$ cat src/design/lirs_pkg.sv
// shared constants and codes for the linear interpolating resampler
package lirs_pkg;

  localparam int FETCH_BITS = 5;
  localparam int CFG_INDEX_BITS = 2;
  localparam int STEP_INT_BITS = 4;

  localparam logic FUNC_TICK = 1'b0;
  localparam logic FUNC_SOURCE = 1'b1;

  localparam logic [CFG_INDEX_BITS-1:0] CFG_PHASE_STEP = 2'd0;
  localparam logic [CFG_INDEX_BITS-1:0] CFG_TRIGGER_HIGH = 2'd1;
  localparam logic [CFG_INDEX_BITS-1:0] CFG_TRIGGER_LOW = 2'd2;

endpackage

$ cat src/design/lirs_trig.sv
// hysteresis trigger on the control sample of each tick
module lirs_trig #(
  parameter int SAMPLE_BITS = 16
) (
  input  logic                          clk,
  input  logic                          rst,
  input  logic                          step,
  input  logic                          func,
  input  logic signed [SAMPLE_BITS-1:0] control_sample,
  input  logic signed [SAMPLE_BITS-1:0] trigger_high,
  input  logic signed [SAMPLE_BITS-1:0] trigger_low,
  output logic                          trigger_event_next
);
  import lirs_pkg::*;

  logic trigger_armed_off;
  logic rearm;

  assign trigger_event_next = (control_sample > trigger_high) && !trigger_armed_off;
  assign rearm = (control_sample < trigger_low) && trigger_armed_off;

  always_ff @(posedge clk) begin
    if (rst) begin
      trigger_armed_off <= 1'b0;
    end else if (step && func == FUNC_TICK) begin
      if (trigger_event_next) begin
        trigger_armed_off <= 1'b1;
      end else if (rearm) begin
        trigger_armed_off <= 1'b0;
      end
    end
  end

endmodule

$ cat config.mk
export PLATFORM = sky130hd
export DESIGN_NAME = lirs_trig
export DESIGN_NICKNAME = d
export VERILOG_FILES = /design/src/design/lirs_pkg.sv /design/src/design/lirs_trig.sv
export SDC_FILE = /design/constraint.sdc
export NUM_CORES = 1
export LEC_CHECK = 0
export BUFFER_PORTS_ARGS = -buffer_cell sky130_fd_sc_hd__buf_2
export CORE_MARGIN = 2
export CORE_UTILIZATION = 47
export CTS_CLUSTER_DIAMETER = 120
export DETAILED_ROUTE_END_ITERATION = 8
export PLACE_DENSITY = 0.86
export SYNTH_ARGS = -nofsm -noshare
export SYNTH_HDL_FRONTEND = slang
export SYNTH_SLANG_ARGS = --single-unit
$ cat constraint.sdc
create_clock -name clk -period 2.6 [get_ports clk]
set_input_delay 0.26 -clock clk [delete_from_list [all_inputs] [get_ports clk]]
set_output_delay 0.26 -clock clk [all_outputs]
set_load 0.005 [all_outputs]
### Word-level counts from Yosys, hierarchy flattened

Index checks and enable logic that the tools add are counted.
Widths: inputs -> output; s select.

* bits in writable memories: 0
* memory bits (read-only): 0
* flip-flop bits (word level): 1
* output and inout bits: 1
* input port bits: 52
* latch bits: 0
* logic and storage cells: 12
* memories kept: 0

* add/subtract/negate cells: 0
* bitwise logic cells: 1
* shift-type cells: 0
* eq/ne operators: 0
* $lt $le $gt $ge: 2
* div/mod/pow operators: 0
* reduce and logical (&&, ||, !) cells: 6
* multiply operators: 0
* muxes and demuxes: 2

Operator list (count)
* $gt 16x16->1: 1
* $lt 16x16->1: 1
* $logic_and 1x1->1: 3
* $mux 1: 2
* $reduce_and 2->1: 1
* $reduce_bool 2->1: 1
* $logic_not 1->1: 1
* $not 1->1: 1

### Longest topological paths before layout

* word-level depth: 4
* mapped depth: 8
* gate-level depth less buffers: 8

### Least setup slack after synthesis

OpenSTA, ideal clock, no wires.

* kind: input to register
* start: input port trigger_high[5]
* end: register trigger_armed_off
* arrival time: 1.666 ns
* data required time: 2.483 ns
* setup time: 0.117 ns
* path buffers: 0
* path slack: 0.817 ns
* cell stages on the path: 8
* cells stage by stage: inv_1 -> ha_1 -> a211oi_2 -> o21ai_1 -> nor4_2 -> o211ai_1 -> and4b_4 -> a32o_1

* longest elaborated chain between the ends: 4
* elaborated cells on any way between the ends: 5
* those cells by class: 1 x order compare; 1 x mux; 3 x reduce/logical

Ends and longest elaborated chain
* from (decl): RTL line lirs_trig.sv:10 `input logic signed [SAMPLE_BITS-1:0] trigger_high,`
* $gt 16x16->1 *: RTL line lirs_trig.sv:19 `assign trigger_event_next = (control_sample > trigger_high) && !trigger_armed_off;`
* $logic_and 1x1->1 *: RTL line lirs_trig.sv:19
* via trigger_event_next: RTL line lirs_trig.sv:12 `output logic trigger_event_next`
* $reduce_bool 2->1 (no line)
* $reduce_and 2->1 (no line)
* to (signal assigned): RTL line lirs_trig.sv:24 `trigger_armed_off <= 1'b0;`
* to (signal assigned): RTL line lirs_trig.sv:27 `trigger_armed_off <= 1'b1;`
* to (signal assigned): RTL line lirs_trig.sv:29 `trigger_armed_off <= 1'b0;`
* to (decl): RTL line lirs_trig.sv:16 `logic trigger_armed_off;`

The timed path passes the listed nets; every way through them passes the cells marked *.
A chain may end at the register's enable or synchronous reset.

### Worst setup path after layout

* start: input port control_sample[5]
* end: output port trigger_event_next

* longest elaborated chain between the ends: 2

Ends and longest elaborated chain
* from (decl): RTL line lirs_trig.sv:9 `input logic signed [SAMPLE_BITS-1:0] control_sample,`
* $gt 16x16->1: RTL line lirs_trig.sv:19
* $logic_and 1x1->1: RTL line lirs_trig.sv:19
* to (decl): RTL line lirs_trig.sv:12

No other way between the ends.

==> results.toml <==
[status]
outcome = "completed"

[layout]
final_cells = 196
largest_reg_flops = 1
antenna_cells = 0
nFillCells = 163
area_growth_pct = 33.38
drive_gt1_share_pct = 33.33
fin_nets = 256
largestRegisters = "trigger_armed_off x1"
largest_register = "trigger_armed_off"
postLayoutCoreUtil_pct = 66.74

[floorplan]
coreArea_um2 = 1745
die-height_um = 47.11
chipWidth_um = 47.11
die-area_um2 = 2219
rows = 15
start_util_pct = 50.04
ios = 53

[synthesis]
ys_ff_latch = 1
yosys.area.top_type_share_pct = 44.41
synth_area_leaders = "ha_1, inv_1, a21oi_1"
async_reset_ff_share_pct = 0
syn_nets = 202
synth_area_per_cell_um2 = 7.339
netlist_area_um2 = 873.3
ys_seq_area_share_pct = 2.292
postSynthCellCount = 119
synth_edf_count = 0
synth.distinct_cells = 27
ys_warn_count = 0
synth_ff_type = "dfxtp_1"
synthMostInstantiatedCell = "inv_1"
yosys.area.top_type = "ha_1"
synth_common_cells = "inv_1, ha_1, a21oi_1, o21ai_0"

[routing]
vias_per_cell = 5.031
drt_iter0_drc = 12
drcViolationCount = 0
wirelength_um = 2090
num_vias = 986
ant_nets = 0
first_pass_iters = 4
wire_per_inst_um = 10.66

[power]
vdd_drop_max_mv = 0.1049
swShare_pct = 43.25
powerDensity_nw_per_um2 = 156.0
total_power_mw = 0.1817
power_frac_comb_pct = 90.3
p_sw_mw = 0.07858
p_clk_share_pct = 0
pwr-share-seq_pct = 9.7
cellInternalPower_mw = 0.1031
leakage_nw = 0.7329

[setup_path]
crit_path_max_fanout = 2
cp.arrival_ns = 1.85
path_common_cell = "buf_2"
crit_required_ns = 2.34
crit_path_end_kind = "output port"
critPathLaunchType = "input pin"
slowest_delay_ns = 0.31
slowest_stage = "ha_1"
critPathBufInv = 2
path_delay_family = "simple AND/OR/NAND/NOR gates"
crit_chain = "buf_2 > ha_1 > a211oi_2 > o21ai_1 > nor4_2 > or3_1 > and4b_4 > buf_2"
worstSetupPathType = "in -> out"

[placement]
globalplace.congestion = 0.8431
place_inst = 196
dp_hpwl_um = 1993
portBuffers = 52
pre_cts_ws_ns = 0.4877

[sta]
final_max_slew_viol_count = 0
min_period_ns = 2.114
clock.fmax_ghz = 0.4731
finalSetupTns_ns = 0
fin_ws_ns = 0.4863
skew_ns = 0
rsz0062_at_grt = "no"
period_share_pct = 81.29
hold_violations = 0
slew_headroom_pct = 78.72
finalSetupViolations = 0
tightest_slew_ns = 0.3185

[clock_tree]
worstSkewPairLatency_ns = 0
cts_setup_buffers = 0
ctsHoldBuffers = 0
clk_pin_slew_ns = 0
post_cts_resized = 0

[global_routing]
grt-ovfl-total = 0
grtUsageTotal_pct = 20.09
antenna_found_initial = 0
grt_max_degree = 5
grt_pass1_vias = 925
grt_pass1_wl_um = 3422

[job]
max_cap_violations = 0

[min_path]
worstHoldPathType = "in -> reg"
cells by family after synthesis:
group	after synthesis	synth area share [%]
buf+inv	35	15.04
simple gates	26	18.48
flops	1	2.292
compound gates	26	19.77
fa+ha+maj	31	44.41
routing by layer:
metal	track usage, %	vias up	routed length (um)
met4	2.778	0	26
met1	25.28	432	892
met2	38.36	30	1082
met5	0	-	0
li1	-	522	-
met3	0.7692	2	88
power groups by stage:
| stage | logic (mW) | registers [mW] | clock network [mW] |
|---|---|---|---|
| after floorplan | 0.0966 | 0.0175 | 0 |
| after global routing | 0.189 | 0.0178 | 0 |
| after detailed placement | 0.164 | 0.0177 | 0 |
| after CTS | 0.165 | 0.0177 | 0 |
| after global placement | 0.155 | 0.0176 | 0 |
| final | 0.164 | 0.0177 | 0 |
tightest hold or removal path, delay by kind of cell:
family / cells / cell delay [ns]
buffers and inverters: 2 / 0.16
AO/OA/AOI/OAI: 1 / 0.15
layout make-up:
class	instances	area (um^2)	share of cell area, %
multi-input cells	83	721.9	61.98
repair buffers	52	260.3	22.34
inverters	35	131.4	11.28
well taps	25	31.28	2.685
flip-flops and latches	1	20.02	1.719
worst paths after layout:
check | startpoint | end | slack [ns] | depth (start not counted)
worst max-delay path | control_sample[5] | trigger_event_next | 0.49 | 8
worst min-delay path | rst | trigger_armed_off | 0.61 | 3
worst max register to register | trigger_armed_off | trigger_armed_off | 1.74 | 2
worst min register to register | trigger_armed_off | trigger_armed_off | 0.61 | 2
layout by cell type (no fill, tap or decap):
cell type / n
a2111oi_2: 1
a211oi_2: 1
a21boi_0: 1
a21o_1: 2
a21oi_1: 6
a31o_2: 1
a31oi_1: 3
a32o_1: 1
and3_1: 1
and4_1: 2
and4b_4: 1
buf_2: 52
dfxtp_1: 1
ha_1: 31
inv_1: 35
nand2_1: 2
nand2b_1: 1
nand3_1: 4
nand3b_1: 1
nand4_1: 4
nor2_1: 4
nor2b_1: 3
nor3_1: 1
nor4_2: 1
o211ai_1: 2
o21ai_0: 6
o21ai_1: 2
or3_1: 1
stage by stage:
stage | instance area [um^2] | hold slack, ns
floorplan | 873.3 | 0.4513
global placement | 1165 | 0.5641
detailed placement | 1165 | 0.6082
CTS | 1165 | 0.6082
global route | 1165 | 0.6296
finish | 1165 | 0.6062
No activity file was read; power rests on OpenSTA's default activity.
