## src/design/lirs_pkg.sv

```systemverilog
// shared constants and codes for the linear interpolating resampler
package lirs_pkg;

  localparam int FETCH_BITS = 5;
  localparam int CFG_INDEX_BITS = 2;
  localparam int STEP_INT_BITS = 4;

  localparam logic FUNC_TICK = 1'b0;
  localparam logic FUNC_SOURCE = 1'b1;

  localparam logic [CFG_INDEX_BITS-1:0] CFG_PHASE_STEP = 2'd0;
  localparam logic [CFG_INDEX_BITS-1:0] CFG_TRIGGER_HIGH = 2'd1;
  localparam logic [CFG_INDEX_BITS-1:0] CFG_TRIGGER_LOW = 2'd2;

endpackage

```

## src/design/lirs_cfg.sv

```systemverilog
// configuration registers: phase step and trigger thresholds
module lirs_cfg #(
  parameter int SAMPLE_BITS = 16,
  parameter int FRAC_BITS = 16,
  parameter int STEP_BITS = 20,
  parameter int CFG_BITS = 20
) (
  input  logic                                clk,
  input  logic                                rst,
  input  logic                                cfg_wen,
  input  logic [lirs_pkg::CFG_INDEX_BITS-1:0] cfg_index,
  input  logic [CFG_BITS-1:0]                 cfg_data,
  output logic [STEP_BITS-1:0]                phase_step,
  output logic signed [SAMPLE_BITS-1:0]       trigger_high,
  output logic signed [SAMPLE_BITS-1:0]       trigger_low
);
  import lirs_pkg::*;

  always_ff @(posedge clk) begin
    if (rst) begin
      phase_step <= STEP_BITS'(1) << FRAC_BITS;
      trigger_high <= SAMPLE_BITS'(1) << (SAMPLE_BITS - 2);
      trigger_low <= SAMPLE_BITS'(1) << (SAMPLE_BITS - 3);
    end else if (cfg_wen) begin
      unique case (cfg_index)
        CFG_PHASE_STEP: phase_step <= cfg_data[STEP_BITS-1:0];
        CFG_TRIGGER_HIGH: trigger_high <= cfg_data[SAMPLE_BITS-1:0];
        CFG_TRIGGER_LOW: trigger_low <= cfg_data[SAMPLE_BITS-1:0];
        default: ;
      endcase
    end
  end

endmodule

```

## config.mk

```make
export PLATFORM = sky130hd
export DESIGN_NAME = lirs_cfg
export DESIGN_NICKNAME = d
export VERILOG_FILES = /design/src/design/lirs_pkg.sv /design/src/design/lirs_cfg.sv
export SDC_FILE = /design/constraint.sdc
export NUM_CORES = 1
export LEC_CHECK = 0
export BUFFER_PORTS_ARGS = -buffer_cell sky130_fd_sc_hd__buf_2
export CAP_MARGIN = 40
export CORE_MARGIN = 3
export CORE_UTILIZATION = 52
export CTS_CLUSTER_DIAMETER = 50
export DETAILED_ROUTE_END_ITERATION = 10
export PLACE_DENSITY = 0.83
export SYNTH_ARGS = -nofsm -noshare
export SYNTH_HDL_FRONTEND = slang
export SYNTH_SLANG_ARGS = --single-unit
```

## constraint.sdc

```tcl
create_clock -name clk -period 2 [get_ports clk]
set_input_delay 0.4 -clock clk [delete_from_list [all_inputs] [get_ports clk]]
set_output_delay 0.4 -clock clk [all_outputs]
set_load 0.02 [all_outputs]
```

Yosys cells after proc, flatten, opt, wreduce, memory -nomap -nowiden
Index checks and enable logic that the tools add are counted.
Widths: inputs -> output; s select.
{"block": "op_classes", "n_eq_ne": 2, "n_reduce_logical": 4}
{"cell": "$reduce_and 2->1", "n": 3}
{"cell": "$eq 2x1->1 const B", "n": 1}
{"cell": "$eq 2x2->1 const B", "n": 1}
{"cell": "$logic_not 2->1", "n": 1}
{"block": "totals", "input_bits": 25, "reg_bits": 52, "output_inout_bits": 52, "elab_cells": 9}

Longest topological paths before layout
{"block": "depth", "ltp_word": 2, "ltp_mapped": 4, "mapped_depth_nobuf": 2}

Worst setup path after synthesis
Ideal clock, no wire load.
{"block": "synth_timing", "path_type": "in2reg", "startpoint": "in cfg_index[1] (netlist name)", "endpoint": "reg phase_step[10]", "setup_slack_ns": 0.861, "required_time_ns": 1.928, "path_buffers": 2, "arrival_ns": 1.068, "path_stages": 4, "setup_ns": 0.072, "path_cell_list": "nor3b_2 -> buf_4 -> buf_6 -> mux2i_1"}
{"block": "synth_via", "elab_chain_len": 2}
{"item": "from (decl)", "line": "lirs_cfg.sv:11", "text": "input logic [lirs_pkg::CFG_INDEX_BITS-1:0] cfg_index,"}
{"item": "$logic_not 2->1", "line": "lirs_cfg.sv:25", "text": "unique case (cfg_index)"}
{"item": "$reduce_and 2->1 (no source line)"}
{"item": "to (signal assigned)", "line": "lirs_cfg.sv:21", "text": "phase_step <= STEP_BITS'(1) << FRAC_BITS;"}
{"item": "to (signal assigned)", "line": "lirs_cfg.sv:26", "text": "CFG_PHASE_STEP: phase_step <= cfg_data[STEP_BITS-1:0];"}
{"item": "to (decl)", "line": "lirs_cfg.sv:13", "text": "output logic [STEP_BITS-1:0] phase_step,"}
No other way between the ends.
A chain may end at the register's enable or synchronous reset.

Final worst setup path
{"block": "layout_timing", "startpoint": "reg phase_step[7]", "endpoint": "out phase_step[7]"}
No word-level cell between the ends.

==> summary.md <==
| Metric | Value |
|---|---|
| Outcome | completed |
| Setup Buffers After CTS | 0 |
| WP depth | 1 |
| Number of I/O pins | 77 |
| Post-Syn Instances | 198 |
| Root buf cell | clkbuf_8 |
| First-pass GRT wire length | 6624 um |
| Post-place setup slack | 0.5277 ns |
| Gr usage total | 16.47% |
| Simple-gate share of the synthesized area | 23.61% |
| Initial core utilization | 55.95% |
| Clock power share | 30.6% |
| RSZ-0062 raised after global routing | false |
| HP Class | in -> reg |
| Mapped cell area | 2141 sq um |
| Slew Viols, Final | 0 |
| Mux contribution to synthesized area | 24.31% |
| Layout Skew | 0 ns |
| CTS clk-pin slew, worst paths | 0.10 ns |
| WP buf/inv | 1 |
| Die W | 70.17 um |
| DR DRC count | 0 |
| Worst EP required | 1.60 ns |
| Switching pwr | 0.4876 mW |
| N_diodes | 0 |
| Pint | 1.428 mW |
| Worst-skew pair later-pin latency | 0.29 ns |
| CP Max Fanout | 2 |
| Die area | 4923 sq um |
| Number of I/O port buffers | 76 |
| Die Ht | 70.17 um |
| Fin crit period | 1.232 ns |
| Unique cell type count in the Yosys netlist | 13 |
| Seq pwr share | 56.9% |
| CP delay by family, top | flip-flops |
| CP endpoint | phase_step[7] |
| DRT Wirelength | 4041 um |
| Yosys reg bits | 52 |
| Pin count of the biggest net entering global routing | 75 |
| Complex-gate fraction of the synthesized area | 0% |
| Switching Share | 25.46% |
| Gpl congestion | 0.7306 |
| Clock Path Buffers | 2 |
| Final nets | 295 |
| Final hold viol count | 0 |
| Grt total ovfl | 0 |
| Clock sinks | 52 |
| Crit path DAT | 0.83 ns |
| CP startpoint kind | flip-flop |
| Layout cells sized above 1 | 32.84% |
| Maximum VDD drop | 486.1 uV |
| Lkg Pwr | 1.336 nW |
| Vias in the first global route | 1425 |
| Ys Warns | 0 |
| Synth Area in XOR/XNOR | 0% |
| R2R depth | 2 |
| Post-cts gate resize count | 0 |
| Detail Placement HPWL | 2827 um |
| CTS tree | yes |
| Area growth from synthesis to layout | 23.26% |
| Post-synthesis sequential area ratio | 48.63% |
| CP startpoint | phase_step[7]$_SDFFE_PP0P_ |
| FP Rows | 22 |
| Post-Route Setup TNS | 0 ns |
| R2r endpoint | trigger_high[5]$_SDFFE_PP0P_ |
| Drt wl/cell | 12.67 um |
| F_max | 0.8114 GHz |
| Worst Tran Pin Value | 0.5197 ns |
| Maxcap violations | 0 |
| Antenna Violating Nets Remaining | 0 |
| Crit end category | output port |
| Post-synthesis adder-cell area fraction | 0% |
| Initial antenna violation count | 0 |
| Vias/cell | 4.768 |
| Power Density | 725.9 nW/um^2 |
| Crit Reg-Reg Startpoint | trigger_high[5]$_SDFFE_PP0P_ |
| Combinational share of power | 12.5% |
| Reg2Reg Setup Slack | 1.35 ns |
| Syn Nets | 223 |
| DR pass1 iterations | 4 |
| TritonCTS buffer count | 5 |
| Worst Setup Path Type | reg -> out |
| Period utilization | 61.62% |
| Final setup violation count | 0 |
| Avg Inst Size Synth | 10.81 sq um |
| Main combinational cell family by area after synthesis | multiplexers |
| Hold-fix buffer count after cts | 0 |
| H-tree depth | 2 |
| Critical path's largest stage delay | 0.36 ns |
| CP cell instances | buf_2 |
| CP max stage cell | dfxtp_1 |
| Core footprint | 3826 sq um |
| Final worst setup slack | 0.7675 ns |
| Util after Layout | 68.97% |
| Total number of vias | 1521 |
| Relative slew slack | 65.17% |
| 1st-iter DRT viols | 84 |
-- power groups by stage --
| stage | Sequential [mW] | Clock, mW | Combinational (mW) |
|---|---|---|---|
| after floorplan | 1.16 | 0 | 0.114 |
| after global placement | 1.11 | 0 | 0.239 |
| after detailed placement | 1.11 | 0 | 0.243 |
| after CTS | 1.09 | 0.597 | 0.243 |
| after global routing | 1.10 | 0.650 | 0.259 |
| final | 1.09 | 0.586 | 0.240 |
-- flip-flops by register name, summed over array words and instances, names as in the netlist --
signal / cells
phase_step: 20
trigger_high: 16
trigger_low: 16
-- worst min-delay path by stage --
stage,to,from,depth (start not counted),slack (ns)
after floorplan,phase_step[0]$_SDFFE_PP0P_,phase_step[0]$_SDFFE_PP0P_,2,0.55
after global placement,phase_step[18]$_SDFFE_PP0P_,phase_step[18]$_SDFFE_PP0P_,2,0.46
after detailed placement,phase_step[10]$_SDFFE_PP0P_,phase_step[10]$_SDFFE_PP0P_,2,0.46
after CTS,phase_step[16]$_SDFFE_PP1P_,cfg_data[16],3,0.35
after global routing,phase_step[18]$_SDFFE_PP0P_,cfg_data[18],3,0.36
final,phase_step[16]$_SDFFE_PP1P_,cfg_data[16],3,0.35
-- cells in the mapped netlist --
library cell	instances	area [sq um]
buf_4	3	22.52
nand2b_1	68	425.4
or3b_1	1	8.760
clkbuf_1	8	30.03
dfxtp_1	52	1041
mux2i_1	52	520.5
nor2_1	6	22.52
nand3b_2	1	11.26
buf_6	1	11.26
buf_2	2	10.01
nand3b_1	1	7.510
and3b_1	2	17.52
nor3b_2	1	12.51
-- metrics by stage --
step / instances / cell area (sq um) / hold slack [ns] / power (mW)
floorplan: 198 / 2141 / 0.5460 / 1.272
global placement: 311 / 2549 / 0.4573 / 1.352
detailed placement: 311 / 2549 / 0.4610 / 1.356
CTS: 319 / 2639 / 0.3462 / 1.930
global route: 319 / 2639 / 0.3595 / 2.004
finish: 319 / 2639 / 0.3510 / 1.915
-- cells in the final DEF, fill, tap and decap left out, drive strengths merged --
cell type | synthesis | routed
inv | 0 | 1
nand2b | 68 | 68
clkinvlp | 0 | 1
clkinv | 0 | 1
dfxtp | 52 | 52
and3b | 2 | 2
mux2i | 52 | 52
nand3b | 2 | 2
clkbuf | 8 | 5
nor2 | 6 | 6
buf | 6 | 79
or3b | 1 | 1
nor3b | 1 | 1
-- metal layers --
metal,GRT usage (%),share of wire (%),vias up
met5,0,0,-
met1,21.33,47,688
met2,26.65,48,39
li1,-,-,792
met4,5.745,0.67,0
met3,4.029,5.1,2
-- logic make-up after synthesis --
group	after synthesis
mux	52
simple gates	80
flops	52
buf+inv	14
-- layout make-up --
class | instances | area, sq um
well taps | 48 | 60.06
repair buffers | 79 | 415.4
clock buffers | 5 | 68.82
clock inverters | 3 | 21.27
multi-input cells | 132 | 1032
flip-flops and latches | 52 | 1041
fillers | 308 | 1187
(Power assumes the default switching activity.)
